### src/hdl/rmsb_pkg.sv
`timescale 1ns / 1ps
`default_nettype none
package rmsb_pkg;

    localparam int DEF_COUNT_WIDTH = 32;
    localparam int DEF_FRAC_BITS   = 16;

    // widths sized for the largest fraction setting (24 bits)
    localparam int SAMPLE_W = 31;
    localparam int XF_W     = 55;
    localparam int D_W      = 57;
    localparam int MAG_W    = 56;
    localparam int MEAN_W   = 48;
    localparam int M2_W     = 64;
    localparam int ALU_W    = 66;
    localparam int STEP_W   = 7;

    localparam logic [STEP_W-1:0] DIV_STEPS  = STEP_W'(64);
    localparam logic [STEP_W-1:0] SQRT_STEPS = STEP_W'(32);
    localparam logic [STEP_W-1:0] MUL_STEPS  = STEP_W'(MAG_W);

    typedef enum logic [2:0] {
        S_IDLE,
        S_DIV_MEAN,
        S_MEAN,
        S_MUL,
        S_M2,
        S_DIV_VAR,
        S_SQRT,
        S_DONE
    } state_t;

    typedef struct packed {
        logic [ALU_W-1:0] a;
        logic [ALU_W-1:0] b;
        logic             sub;
    } alu_req_t;

endpackage
`default_nettype wire

### src/hdl/rmsb_addsub.sv
`timescale 1ns / 1ps
`default_nettype none
module rmsb_addsub
    import rmsb_pkg::*;
(
    input  wire alu_req_t         req,
    output logic [ALU_W-1:0]      y
);

    always_comb begin
        if (req.sub) begin
            y = req.a - req.b;
        end else begin
            y = req.a + req.b;
        end
    end

endmodule
`default_nettype wire

### src/hdl/running_mean_stddev_bound_unit.sv
`timescale 1ns / 1ps
`default_nettype none
// sequence: an accepted sample runs 64 divide steps for the mean, the mean update (S_MEAN),
//   56 multiply steps, the sum update (S_M2), 64 divide steps for the variance, 32 root steps
//   and S_DONE; while at most one sample has been seen, the variance divide is skipped
// no new sample is taken until S_DONE is left; divide, multiply and root steps share one add/subtract unit
// the result register frees the input side, a new sample is taken while a result waits
// reset: synchronous active-low aresetn clears count, mean, squared-deviation sum, state and output valid
module running_mean_stddev_bound_unit
    import rmsb_pkg::*;
#(
    parameter int COUNT_WIDTH = DEF_COUNT_WIDTH,
    parameter int FRAC_BITS   = DEF_FRAC_BITS
) (
    input  wire         aclk,
    input  wire         aresetn,
    input  wire         s_tvalid,
    output logic        s_tready,
    input  wire  [31:0] s_tdata,   // [30:0] sample_ns
    output logic        m_tvalid,
    input  wire         m_tready,
    output logic [63:0] m_tdata    // [30:0] bound_ns, [61:31] mean_ns
);

    localparam logic [COUNT_WIDTH-1:0] CNT_MAX = {COUNT_WIDTH{1'b1}};
    localparam logic signed [57:0] MEAN_HI = 58'sh0007FFFFFFFFFFF;
    localparam logic signed [57:0] MEAN_LO = -58'sh000800000000000;

    state_t state_reg, state_next;
    logic [STEP_W-1:0]             step_reg, step_next;
    logic [COUNT_WIDTH-1:0]        count_reg, count_next;
    logic signed [MEAN_W-1:0]      mean_reg, mean_next;
    logic [M2_W-1:0]               m2_reg, m2_next;
    logic signed [XF_W-1:0]        xf_reg, xf_next;
    logic                          dneg_reg, dneg_next;
    logic                          eneg_reg, eneg_next;
    logic [MAG_W-1:0]              dmag_reg, dmag_next;
    logic [63:0]                   dvd_reg, dvd_next;
    logic [COUNT_WIDTH:0]          rem_reg, rem_next;
    logic [COUNT_WIDTH-1:0]        div_reg, div_next;
    logic [MAG_W:0]                hi_reg, hi_next;
    logic [MAG_W-1:0]              lo_reg, lo_next;
    logic [63:0]                   v_reg, v_next;
    logic [63:0]                   res_reg, res_next;
    logic [63:0]                   bit_reg, bit_next;
    logic                          mvalid_reg, mvalid_next;
    logic [63:0]                   mdata_reg, mdata_next;

    alu_req_t          alu_req;
    logic [ALU_W-1:0]  alu_y;

    logic signed [XF_W-1:0]  xf_in;
    logic [COUNT_WIDTH-1:0]  n_in;
    logic signed [D_W-1:0]   d_in;
    logic [COUNT_WIDTH:0]    rem_sh;
    logic                    ge;
    logic signed [57:0]      step_s, mean_sum;
    logic signed [MEAN_W-1:0] mean_new;
    logic signed [D_W-1:0]   e_val;
    logic [MAG_W:0]          mul_acc;
    logic [2*MAG_W-1:0]      prod, prod_sh;
    logic [M2_W-1:0]         term, m2_upd;
    logic [M2_W:0]           m2_sum;
    logic [63:0]             rb;
    logic signed [57:0]      bound;
    logic [57:0]             bound_sh;
    logic [30:0]             bound_ns;
    logic [MEAN_W:0]         mean_abs, mean_abs_sh;
    logic [30:0]             mean_ns;

    rmsb_addsub u_alu (
        .req (alu_req),
        .y   (alu_y)
    );

    assign s_tready = (state_reg == S_IDLE);
    assign m_tvalid = mvalid_reg;
    assign m_tdata  = mdata_reg;

    always_ff @(posedge aclk) begin
        if (!aresetn) begin
            state_reg  <= S_IDLE;
            count_reg  <= '0;
            mean_reg   <= '0;
            m2_reg     <= '0;
            mvalid_reg <= 1'b0;
        end else begin
            state_reg  <= state_next;
            count_reg  <= count_next;
            mean_reg   <= mean_next;
            m2_reg     <= m2_next;
            mvalid_reg <= mvalid_next;
        end
    end

    always_ff @(posedge aclk) begin
        step_reg  <= step_next;
        xf_reg    <= xf_next;
        dneg_reg  <= dneg_next;
        eneg_reg  <= eneg_next;
        dmag_reg  <= dmag_next;
        dvd_reg   <= dvd_next;
        rem_reg   <= rem_next;
        div_reg   <= div_next;
        hi_reg    <= hi_next;
        lo_reg    <= lo_next;
        v_reg     <= v_next;
        res_reg   <= res_next;
        bit_reg   <= bit_next;
        mdata_reg <= mdata_next;
    end

    always_comb begin
        state_next  = state_reg;
        step_next   = step_reg;
        count_next  = count_reg;
        mean_next   = mean_reg;
        m2_next     = m2_reg;
        xf_next     = xf_reg;
        dneg_next   = dneg_reg;
        eneg_next   = eneg_reg;
        dmag_next   = dmag_reg;
        dvd_next    = dvd_reg;
        rem_next    = rem_reg;
        div_next    = div_reg;
        hi_next     = hi_reg;
        lo_next     = lo_reg;
        v_next      = v_reg;
        res_next    = res_reg;
        bit_next    = bit_reg;
        mdata_next  = mdata_reg;
        mvalid_next = mvalid_reg && !m_tready;

        alu_req = '0;

        xf_in = $signed({{(XF_W-SAMPLE_W){s_tdata[30]}}, s_tdata[30:0]}) <<< FRAC_BITS;
        n_in  = (count_reg == CNT_MAX) ? count_reg : count_reg + 1'b1;
        d_in  = D_W'(xf_in) - D_W'(mean_reg);

        rem_sh = {rem_reg[COUNT_WIDTH-1:0], dvd_reg[63]};
        ge     = !alu_y[ALU_W-1];

        step_s   = dneg_reg ? -$signed(58'(dvd_reg[MAG_W-1:0]))
                            : $signed(58'(dvd_reg[MAG_W-1:0]));
        mean_sum = 58'(mean_reg) + step_s;
        if (mean_sum > MEAN_HI) begin
            mean_new = MEAN_HI[MEAN_W-1:0];
        end else if (mean_sum < MEAN_LO) begin
            mean_new = MEAN_LO[MEAN_W-1:0];
        end else begin
            mean_new = mean_sum[MEAN_W-1:0];
        end
        e_val = D_W'(xf_reg) - D_W'(mean_new);

        mul_acc = lo_reg[0] ? alu_y[MAG_W:0] : hi_reg;

        prod    = {hi_reg[MAG_W-1:0], lo_reg};
        prod_sh = prod >> FRAC_BITS;
        term    = (|prod_sh[2*MAG_W-1:M2_W]) ? {M2_W{1'b1}} : prod_sh[M2_W-1:0];
        m2_sum  = {1'b0, m2_reg} + {1'b0, term};
        if (dneg_reg == eneg_reg) begin
            m2_upd = m2_sum[M2_W] ? {M2_W{1'b1}} : m2_sum[M2_W-1:0];
        end else begin
            m2_upd = (term > m2_reg) ? '0 : m2_reg - term;
        end

        rb = res_reg | bit_reg;

        bound    = 58'(mean_reg) + $signed(58'(res_reg[31:0]) << FRAC_BITS);
        bound_sh = 58'(bound) >> FRAC_BITS;
        if (bound <= 0) begin
            bound_ns = '0;
        end else if (|bound_sh[57:31]) begin
            bound_ns = {31{1'b1}};
        end else begin
            bound_ns = bound_sh[30:0];
        end
        mean_abs    = mean_reg[MEAN_W-1] ? -(MEAN_W+1)'(mean_reg) : (MEAN_W+1)'(mean_reg);
        mean_abs_sh = mean_abs >> FRAC_BITS;
        mean_ns     = mean_reg[MEAN_W-1] ? -mean_abs_sh[30:0] : mean_abs_sh[30:0];

        case (state_reg)
            S_IDLE: begin
                if (s_tvalid) begin
                    count_next = n_in;
                    xf_next    = xf_in;
                    dneg_next  = d_in[D_W-1];
                    dmag_next  = d_in[D_W-1] ? MAG_W'(-d_in) : MAG_W'(d_in);
                    dvd_next   = 64'(d_in[D_W-1] ? MAG_W'(-d_in) : MAG_W'(d_in));
                    rem_next   = '0;
                    div_next   = n_in;
                    step_next  = DIV_STEPS;
                    state_next = S_DIV_MEAN;
                end
            end
            S_DIV_MEAN, S_DIV_VAR: begin
                alu_req.a   = ALU_W'(rem_sh);
                alu_req.b   = ALU_W'(div_reg);
                alu_req.sub = 1'b1;
                rem_next    = ge ? alu_y[COUNT_WIDTH:0] : rem_sh;
                dvd_next    = {dvd_reg[62:0], ge};
                step_next   = step_reg - 1'b1;
                if (step_reg == STEP_W'(1)) begin
                    if (state_reg == S_DIV_MEAN) begin
                        state_next = S_MEAN;
                    end else begin
                        v_next     = {dvd_reg[62:0], ge} >> FRAC_BITS;
                        res_next   = '0;
                        bit_next   = 64'h4000_0000_0000_0000;
                        step_next  = SQRT_STEPS;
                        state_next = S_SQRT;
                    end
                end
            end
            S_MEAN: begin
                mean_next  = mean_new;
                eneg_next  = e_val[D_W-1];
                hi_next    = '0;
                lo_next    = e_val[D_W-1] ? MAG_W'(-e_val) : MAG_W'(e_val);
                step_next  = MUL_STEPS;
                state_next = S_MUL;
            end
            S_MUL: begin
                // shift-add, one multiplier bit per cycle
                alu_req.a   = ALU_W'(hi_reg);
                alu_req.b   = ALU_W'(dmag_reg);
                alu_req.sub = 1'b0;
                {hi_next, lo_next} = {mul_acc, lo_reg} >> 1;
                step_next   = step_reg - 1'b1;
                if (step_reg == STEP_W'(1)) begin
                    state_next = S_M2;
                end
            end
            S_M2: begin
                m2_next = m2_upd;
                if (count_reg > COUNT_WIDTH'(1)) begin
                    dvd_next   = m2_upd;
                    rem_next   = '0;
                    div_next   = count_reg - 1'b1;
                    step_next  = DIV_STEPS;
                    state_next = S_DIV_VAR;
                end else begin
                    v_next     = '0;
                    res_next   = '0;
                    bit_next   = 64'h4000_0000_0000_0000;
                    step_next  = SQRT_STEPS;
                    state_next = S_SQRT;
                end
            end
            S_SQRT: begin
                alu_req.a   = ALU_W'(v_reg);
                alu_req.b   = ALU_W'(rb);
                alu_req.sub = 1'b1;
                if (ge) begin
                    v_next   = alu_y[63:0];
                    res_next = (res_reg >> 1) | bit_reg;
                end else begin
                    res_next = res_reg >> 1;
                end
                bit_next  = bit_reg >> 2;
                step_next = step_reg - 1'b1;
                if (step_reg == STEP_W'(1)) begin
                    state_next = S_DONE;
                end
            end
            S_DONE: begin
                if (!mvalid_reg || m_tready) begin
                    mdata_next  = {2'b00, mean_ns, bound_ns};
                    mvalid_next = 1'b1;
                    state_next  = S_IDLE;
                end
            end
            default: begin
                state_next = S_IDLE;
            end
        endcase
    end

    a_busy_after_accept: assert property (@(posedge aclk) disable iff (!aresetn)
        (s_tvalid && s_tready) |=> !s_tready)
        else $error("input taken while a transaction is in progress");

    a_result_from_done: assert property (@(posedge aclk) disable iff (!aresetn)
        $rose(m_tvalid) |-> $past(state_reg == S_DONE))
        else $error("result raised outside the final step");

    a_count_nonzero: assert property (@(posedge aclk) disable iff (!aresetn)
        (s_tvalid && s_tready) |=> (count_reg != '0))
        else $error("sample count zero after a transaction");

    a_root_width: assert property (@(posedge aclk) disable iff (!aresetn)
        (state_reg == S_DONE) |-> (res_reg[63:32] == '0))
        else $error("square root wider than 32 bits");

endmodule
`default_nettype wire
### config.mk
export PLATFORM = sky130hd
export DESIGN_NAME = running_mean_stddev_bound_unit
export DESIGN_NICKNAME = d
export VERILOG_FILES = /design/src/hdl/rmsb_pkg.sv /design/src/hdl/rmsb_addsub.sv /design/src/hdl/running_mean_stddev_bound_unit.sv
export SDC_FILE = /design/constraint.sdc
export NUM_CORES = 2
export LEC_CHECK = 0
export BUFFER_PORTS_ARGS = -buffer_cell sky130_fd_sc_hd__buf_2
export CORE_MARGIN = 4
export CORE_UTILIZATION = 45
export DETAILED_ROUTE_END_ITERATION = 10
export REMOVE_ABC_BUFFERS = 1
export SLEW_MARGIN = 25
export SYNTH_ARGS = -nofsm -noshare
export SYNTH_HDL_FRONTEND = slang
export SYNTH_SLANG_ARGS = --single-unit
export TNS_END_PERCENT = 20
### constraint.sdc
create_clock -name aclk -period 28.1 [get_ports aclk]
set_clock_uncertainty 0.1 [all_clocks]
set_input_delay 2.81 -clock aclk [delete_from_list [all_inputs] [get_ports aclk]]
set_output_delay 2.81 -clock aclk [all_outputs]
set_load 0.1 [all_outputs]
* Yosys cells after proc, flatten, opt, wreduce, memory -nomap -nowiden *
Index checks and enable logic that the tools add are counted.

operators by class
  $add $sub $neg = 16
  $mul = 0
  divide/modulo/power cells = 0
  order comparisons = 5
  equal/unequal tests = 19
  shifts and indexed selects = 0
  multiplexer cells = 57
  bitwise logic cells = 2
  reductions and logical operators = 23

operator list
  operator              number
  $mux 64               17
  $pmux 64 s3           4
  $pmux 131 s3          1
  $mux 32               6
  $pmux 57 s2           1
  $mux 56               2
  $neg 49->56           2
  $pmux 56 s2           1
  $sub 47x48->49        2
  $mux 48               2
  $pmux 32 s3           1
  $add 64x66->66        1
  $mux 66               1
  $sub 64x66->66        1
  $add 64x64->65        1
  $gt 64x64->1          1
  $or 63x64->64         1
  $or 64x64->64         1
  $pmux 32 s2           1
  $sub 64x64->64        1
  $mux 31               2
  $add 48x58->58        1
  $gt 58x48->1 const B  1
  $lt 58x48->1 const B  1
  other kinds (39)      69

storage, ports and cells
  register bits after elaboration = 739
  bits in latches = 0
  bits in writable memories = 0
  memory bits (read-only) = 0
  output and inout bits = 66
  word-level logic and storage cells = 142
  memories = 0

* Depth between registers and ports, before layout *
  depth after elaboration = 10
  mapped depth = 44
  gate-level depth less buffers = 40

* By module *
Synthesis repeated with hierarchy kept, for this count alone.

second synthesis, totals
  cell total of the unflattened synthesis = 6746
  area, all modules = 57609.0 um2

by module, submodules not included
  module                          instances  cells each  area each (um2)  sequential area each (um2)
  running_mean_stddev_bound_unit  1          5944        52362.7          19688.9
  rmsb_addsub                     1          802         5246.3           0.0

* Worst setup path after synthesis *
OpenSTA, ideal clock, no wires.

  path kind = register to register
  start point = register state_reg[2]
  end point = register v_reg[0] (enable)
  library setup time = 0.427 ns
  arrival = 11.494 ns
  required time = 27.573 ns
  path slack = 16.079 ns
  stages on the path, launching flop included = 32
  buffers on the path = 2
  clock period less this slack = 12.021 ns
  cells stage by stage = dfxtp_1 > clkbuf_1 > nor2_1 > a22oi_1 > nand2b_1 > nor2b_1 > nand3_1 > nor2_1 > and3_1 > and2_1 > nor2b_1 > and2_1 > a21oi_1 > xnor2_1 > ha_1 > nor2b_1 > o21ai_0 > nand2b_1 > a21o_1 > a21o_1 > a21oi_1 > o21bai_1 > a21o_1 > a21o_1 > a41o_1 > o211ai_1 > a21boi_0 > a31o_2 > a211oi_1 > nor2_1 > clkbuf_1 > o21a_1

on the way
  cells in the longest elaborated chain, start to end = 7

ends and longest elaborated chain
  what                                                     RTL line                                                                      source
  start, declared                                          running_mean_stddev_bound_unit.sv:29                                          state_t state_reg, state_next;
  start signal, assigned                                   running_mean_stddev_bound_unit.sv:88                                          state_reg <= state_next;
  $eq 3x1->1 / $eq 3x3->1 (equally long branches)          running_mean_stddev_bound_unit.sv:182, running_mean_stddev_bound_unit.sv:204
  $reduce_or 2->1                                          running_mean_stddev_bound_unit.sv:182                                         case (state_reg)
  $pmux 131 s3                                             running_mean_stddev_bound_unit.sv:182
  $add 64x66->66 / $sub 64x66->66 (equally long branches)  rmsb_addsub.sv:14, rmsb_addsub.sv:12
  $mux 66                                                  rmsb_addsub.sv:11                                                             if (req.sub) begin
  $ne 2x2->1 (no line)                                     n/a
  $reduce_and 5->1 (no line) (*)                           n/a
  end signal, assigned                                     running_mean_stddev_bound_unit.sv:107                                         v_reg <= v_next;
  end, declared                                            running_mean_stddev_bound_unit.sv:43                                          logic [63:0] v_reg, v_next;

Every way passes the cells marked *; elsewhere a longest branch is shown, timed or not.
A chain may end at the register's enable or synchronous reset.

* Worst setup path after layout *
  start point = register dvd_reg[3]
  end point = register lo_reg[47], data pin

on the way
  cells in the longest elaborated chain, start to end = 10

ends and longest elaborated chain
  what                    RTL line                               source
  start, declared         running_mean_stddev_bound_unit.sv:38   logic [63:0] dvd_reg, dvd_next;
  start signal, assigned  running_mean_stddev_bound_unit.sv:102  dvd_reg <= dvd_next;
  $neg 56->58             running_mean_stddev_bound_unit.sv:143  step_s = dneg_reg ? -$signed(58'(dvd_reg[MAG_W-1:0]))
  $mux 58 (*)             running_mean_stddev_bound_unit.sv:143
  $add 48x58->58 (*)      running_mean_stddev_bound_unit.sv:145  mean_sum = 58'(mean_reg) + step_s;
  $lt 58x48->1            running_mean_stddev_bound_unit.sv:148  end else if (mean_sum < MEAN_LO) begin
  $mux 48                 running_mean_stddev_bound_unit.sv:148
  $mux 48 (*)             running_mean_stddev_bound_unit.sv:146  if (mean_sum > MEAN_HI) begin
  $sub 47x48->49 (*)      running_mean_stddev_bound_unit.sv:153  e_val = D_W'(xf_reg) - D_W'(mean_new);
  $neg 49->56             running_mean_stddev_bound_unit.sv:219  lo_next = e_val[D_W-1] ? MAG_W'(-e_val) : MAG_W'(e_val);
  $mux 56 (*)             running_mean_stddev_bound_unit.sv:219
  $pmux 56 s2 (*)         running_mean_stddev_bound_unit.sv:182
  named net lo_next[47]   running_mean_stddev_bound_unit.sv:42   logic [MAG_W-1:0] lo_reg, lo_next;
  end signal, assigned    running_mean_stddev_bound_unit.sv:106  lo_reg <= lo_next;
  end, declared           running_mean_stddev_bound_unit.sv:42

The timed path passes the listed nets; every way through them passes the cells marked *.

==> flow_metrics.tcl <==
set metrics [dict create \
    outcome "completed" \
    finalHoldViolations 0 \
    dpl.hpwl_um 164000 \
    ios 102 \
    port_buffers 98 \
    leakagePower_nw 25.6 \
    first_global_vias 48600 \
    yosysUniqueCellTypes 106 \
    use_met2_pct 46.1 \
    gr-max-usage-layer "met2" \
    hp-start "m2_reg[37]$_SDFFE_PN0P_" \
    avgSynthCellArea_um2 8.55 \
    synth-main-ff-cell "edfxtp_1" \
    fin_crit_ns 13.86 \
    nets 7089 \
    synth_area_leaders "edfxtp_1 29%, ha_1 8.1%, xnor2_1 6.3%, dfxtp_1 5.1%, a21oi_1 4.6%" \
    synthArstFlopShare_pct 0 \
    slew_viol_final 0 \
    regToRegStartpoint "dvd_reg[3]$_DFFE_PP_" \
    routed_wl_um 216000 \
    setup_violations 0 \
    htreeDepth 3 \
    fmax_mhz 72.1 \
    ys_seq_area_share_pct 34.0 \
    maxCapViolations 0 \
    grt_usage_pct 30.8 \
    synth_common_cells "630 x nand2_1, 602 x nor2_1, 557 x edfxtp_1, 528 x a21oi_1" \
    cts_made_buffers 87 \
    path_clk_slew_ns 0.06 \
    wl_per_cell_um 25.6 \
    syn-cell-area_um2 57800 \
    vias_per_cell 6.30 \
    cp-start-kind "flip-flop" \
    drcViolationCount 0 \
    slowest_stage "a211oi_1" \
    final_antenna_net_count 0 \
    die_area_um2 134000 \
    ctsHoldBuffers 0 \
    relSlewSlack_pct 19.5 \
    layout-drive-gt1-share_pct 6.29 \
    die-width_um 367 \
    utilization_pct 49.1 \
    cp_max_fo 30 \
    die_h_um 367 \
    grt_use_met3_pct 5.89 \
    rsz0062_at_grt "false" \
    startpoint "dvd_reg[3]$_DFFE_PP_" \
    core_area_um2 128000 \
    fp-row-count 131 \
    globalplace.congestion 0.985 \
    worstSetupEndpointType "flip-flop" \
    nFillCells 12200 \
    cp.required_ns 28.44 \
    power_mw 7.35 \
    drt_first_pass_iters 6 \
    ir_drop_v 0.0000893 \
    synth_top_cell_by_area "edfxtp_1" \
    yosys.area.top_type_share_pct 28.9 \
    cts_sinks 705 \
    setup_slack_ns 14.24 \
    slowest_delay_ns 0.86 \
    drtIter0Drc 6330 \
    synth_edf_count 557 \
    syn-instance-count 6765 \
    preCtsSetupSlack_ns 14.42 \
    critPathKind "reg -> reg" \
    vias 53000 \
    cts_tree "done" \
    clkLatencyLatePin_ns 0.74 \
    postSynthRegisterBits 705 \
    fin_area_um2 62800 \
    clock-root-buffer "clkbuf_16" \
    timing.setup.tns_ns 0 \
    ys_warn_count 0 \
    worst_pin_slew_ns 1.20 \
    use_met1_pct 44.1 \
    timing.final.crit_share_pct 49.3 \
    initial_utilization_pct 45.3 \
    grt_pass1_wl_um 318000 \
    clockBufferDepth 3 \
    overflow 0 \
    place_area_um2 59900 \
    cts_setup_buffers 0 \
    min_path_type "reg -> reg" \
    synthToLayoutAreaGrowth_pct 8.50 \
    grt_max_degree 126 \
    antenna_found_initial 5 \
    crit_arrival_ns 14.21 \
    yosysMostFrequentCell "nand2_1" \
    cts_resized 0 \
    power_density_nw_per_um2 117 \
]
==> logic make-up (layout without fill, tap and decap cells) <==
logic type               after synthesis  after routing  synth area share, %
AO/OA/AOI/OAI                       2091           2091                 24.0
buffers and inverters                641            620                 4.22
adder cells (fa/ha/maj)              382            382                 8.32
flip-flops                           705            705                 34.0
other                                  1              4              0.00648
XOR/XNOR                             568            568                 8.63
multiplexers                         100            100                 1.74
AND/OR/NAND/NOR                     2277           2277                 19.1
==> final timing paths <==
| kind | endpoint | slack (ns) | depth (start not counted) |
|---|---|---|---|
| setup / recovery | lo_reg[47]$_DFFE_PP_ | 14.24 | 39 |
| hold / removal | m2_reg[37]$_SDFFE_PN0P_ | 0.39 | 2 |
| setup reg to reg | lo_reg[47]$_DFFE_PP_ | 14.24 | 39 |
| hold reg to reg | m2_reg[37]$_SDFFE_PN0P_ | 0.39 | 2 |
==> critical path: cells and delay by family (launching register included) <==
family | cells | cell delay (ns)
xor+xnor | 2 | 0.28
fa+ha+maj | 2 | 0.85
buf+inv | 1 | 0.44
compound gates | 21 | 5.47
flops | 1 | 0.47
simple gates | 13 | 5.98
==> where the power goes <==
group	internal (mW)	leakage (nW)	switching [mW]	total (mW)
clock	0.646	1.37	0.501	1.15
sequential	1.47	6.44	0.215	1.68
combinational	1.55	17.8	2.97	4.52
==> metal layers <==
metal / up-vias / wire length, µm
met3: 339 / 19100
met4: 0 / 8880
met5: - / 0
li1: 24800 / -
met1: 25700 / 95900
met2: 2192 / 91800
==> final cells by class <==
type                            instances  area (µm²)  area share, %
Timing Repair Buffer                  187        1190           1.90
Tap cell                             1662        2080           3.31
Clock buffer                          108        2280           3.63
Clock inverter                         54         563          0.897
Sequential cell                       705       19700           31.4
Multi-Input combinational cell       5420       35900           57.2
Antenna cell                            2        5.00        0.00798
Inverter                              271        1020           1.62
==> layout by cell type (no fill, tap or decap), types with 23 or more instances in the layout <==
master,synthesis,layout
ha_1,376,376
clkbuf_16,0,88
nand3_1,140,140
a21o_1,177,177
nand2b_1,68,67
or3_1,150,150
edfxtp_1,557,557
a22o_1,87,87
a21oi_1,528,526
nor2b_1,50,48
o21ai_0,417,416
xnor2_1,417,415
o21a_1,64,63
and2_1,82,81
nand2_1,630,628
buf_4,3,88
a211o_1,23,23
o211ai_1,35,35
and3_1,132,132
a22oi_1,110,110
xor2_1,150,149
a211oi_1,46,46
o31ai_1,54,54
or4_1,30,30
inv_1,267,264
a221o_1,27,27
or2_2,29,29
mux2i_1,96,96
nand4_1,78,78
nor2_1,602,593
a21boi_0,79,79
o211a_1,46,46
a31oi_1,74,74
nor3_1,160,158
nor4_1,59,59
buf_2,6,97
o21bai_1,89,89
dfxtp_1,148,146
==> metrics by stage <==
stage,instances,hold WS [ns]
2_1_floorplan,6396,0.361
3_3_place_gp,8244,0.376
3_5_place_dp,8245,0.384
4_1_cts,8407,0.392
5_1_grt,8407,0.418
6_report,8409,0.391
No activity file was read; power rests on OpenSTA's default activity.
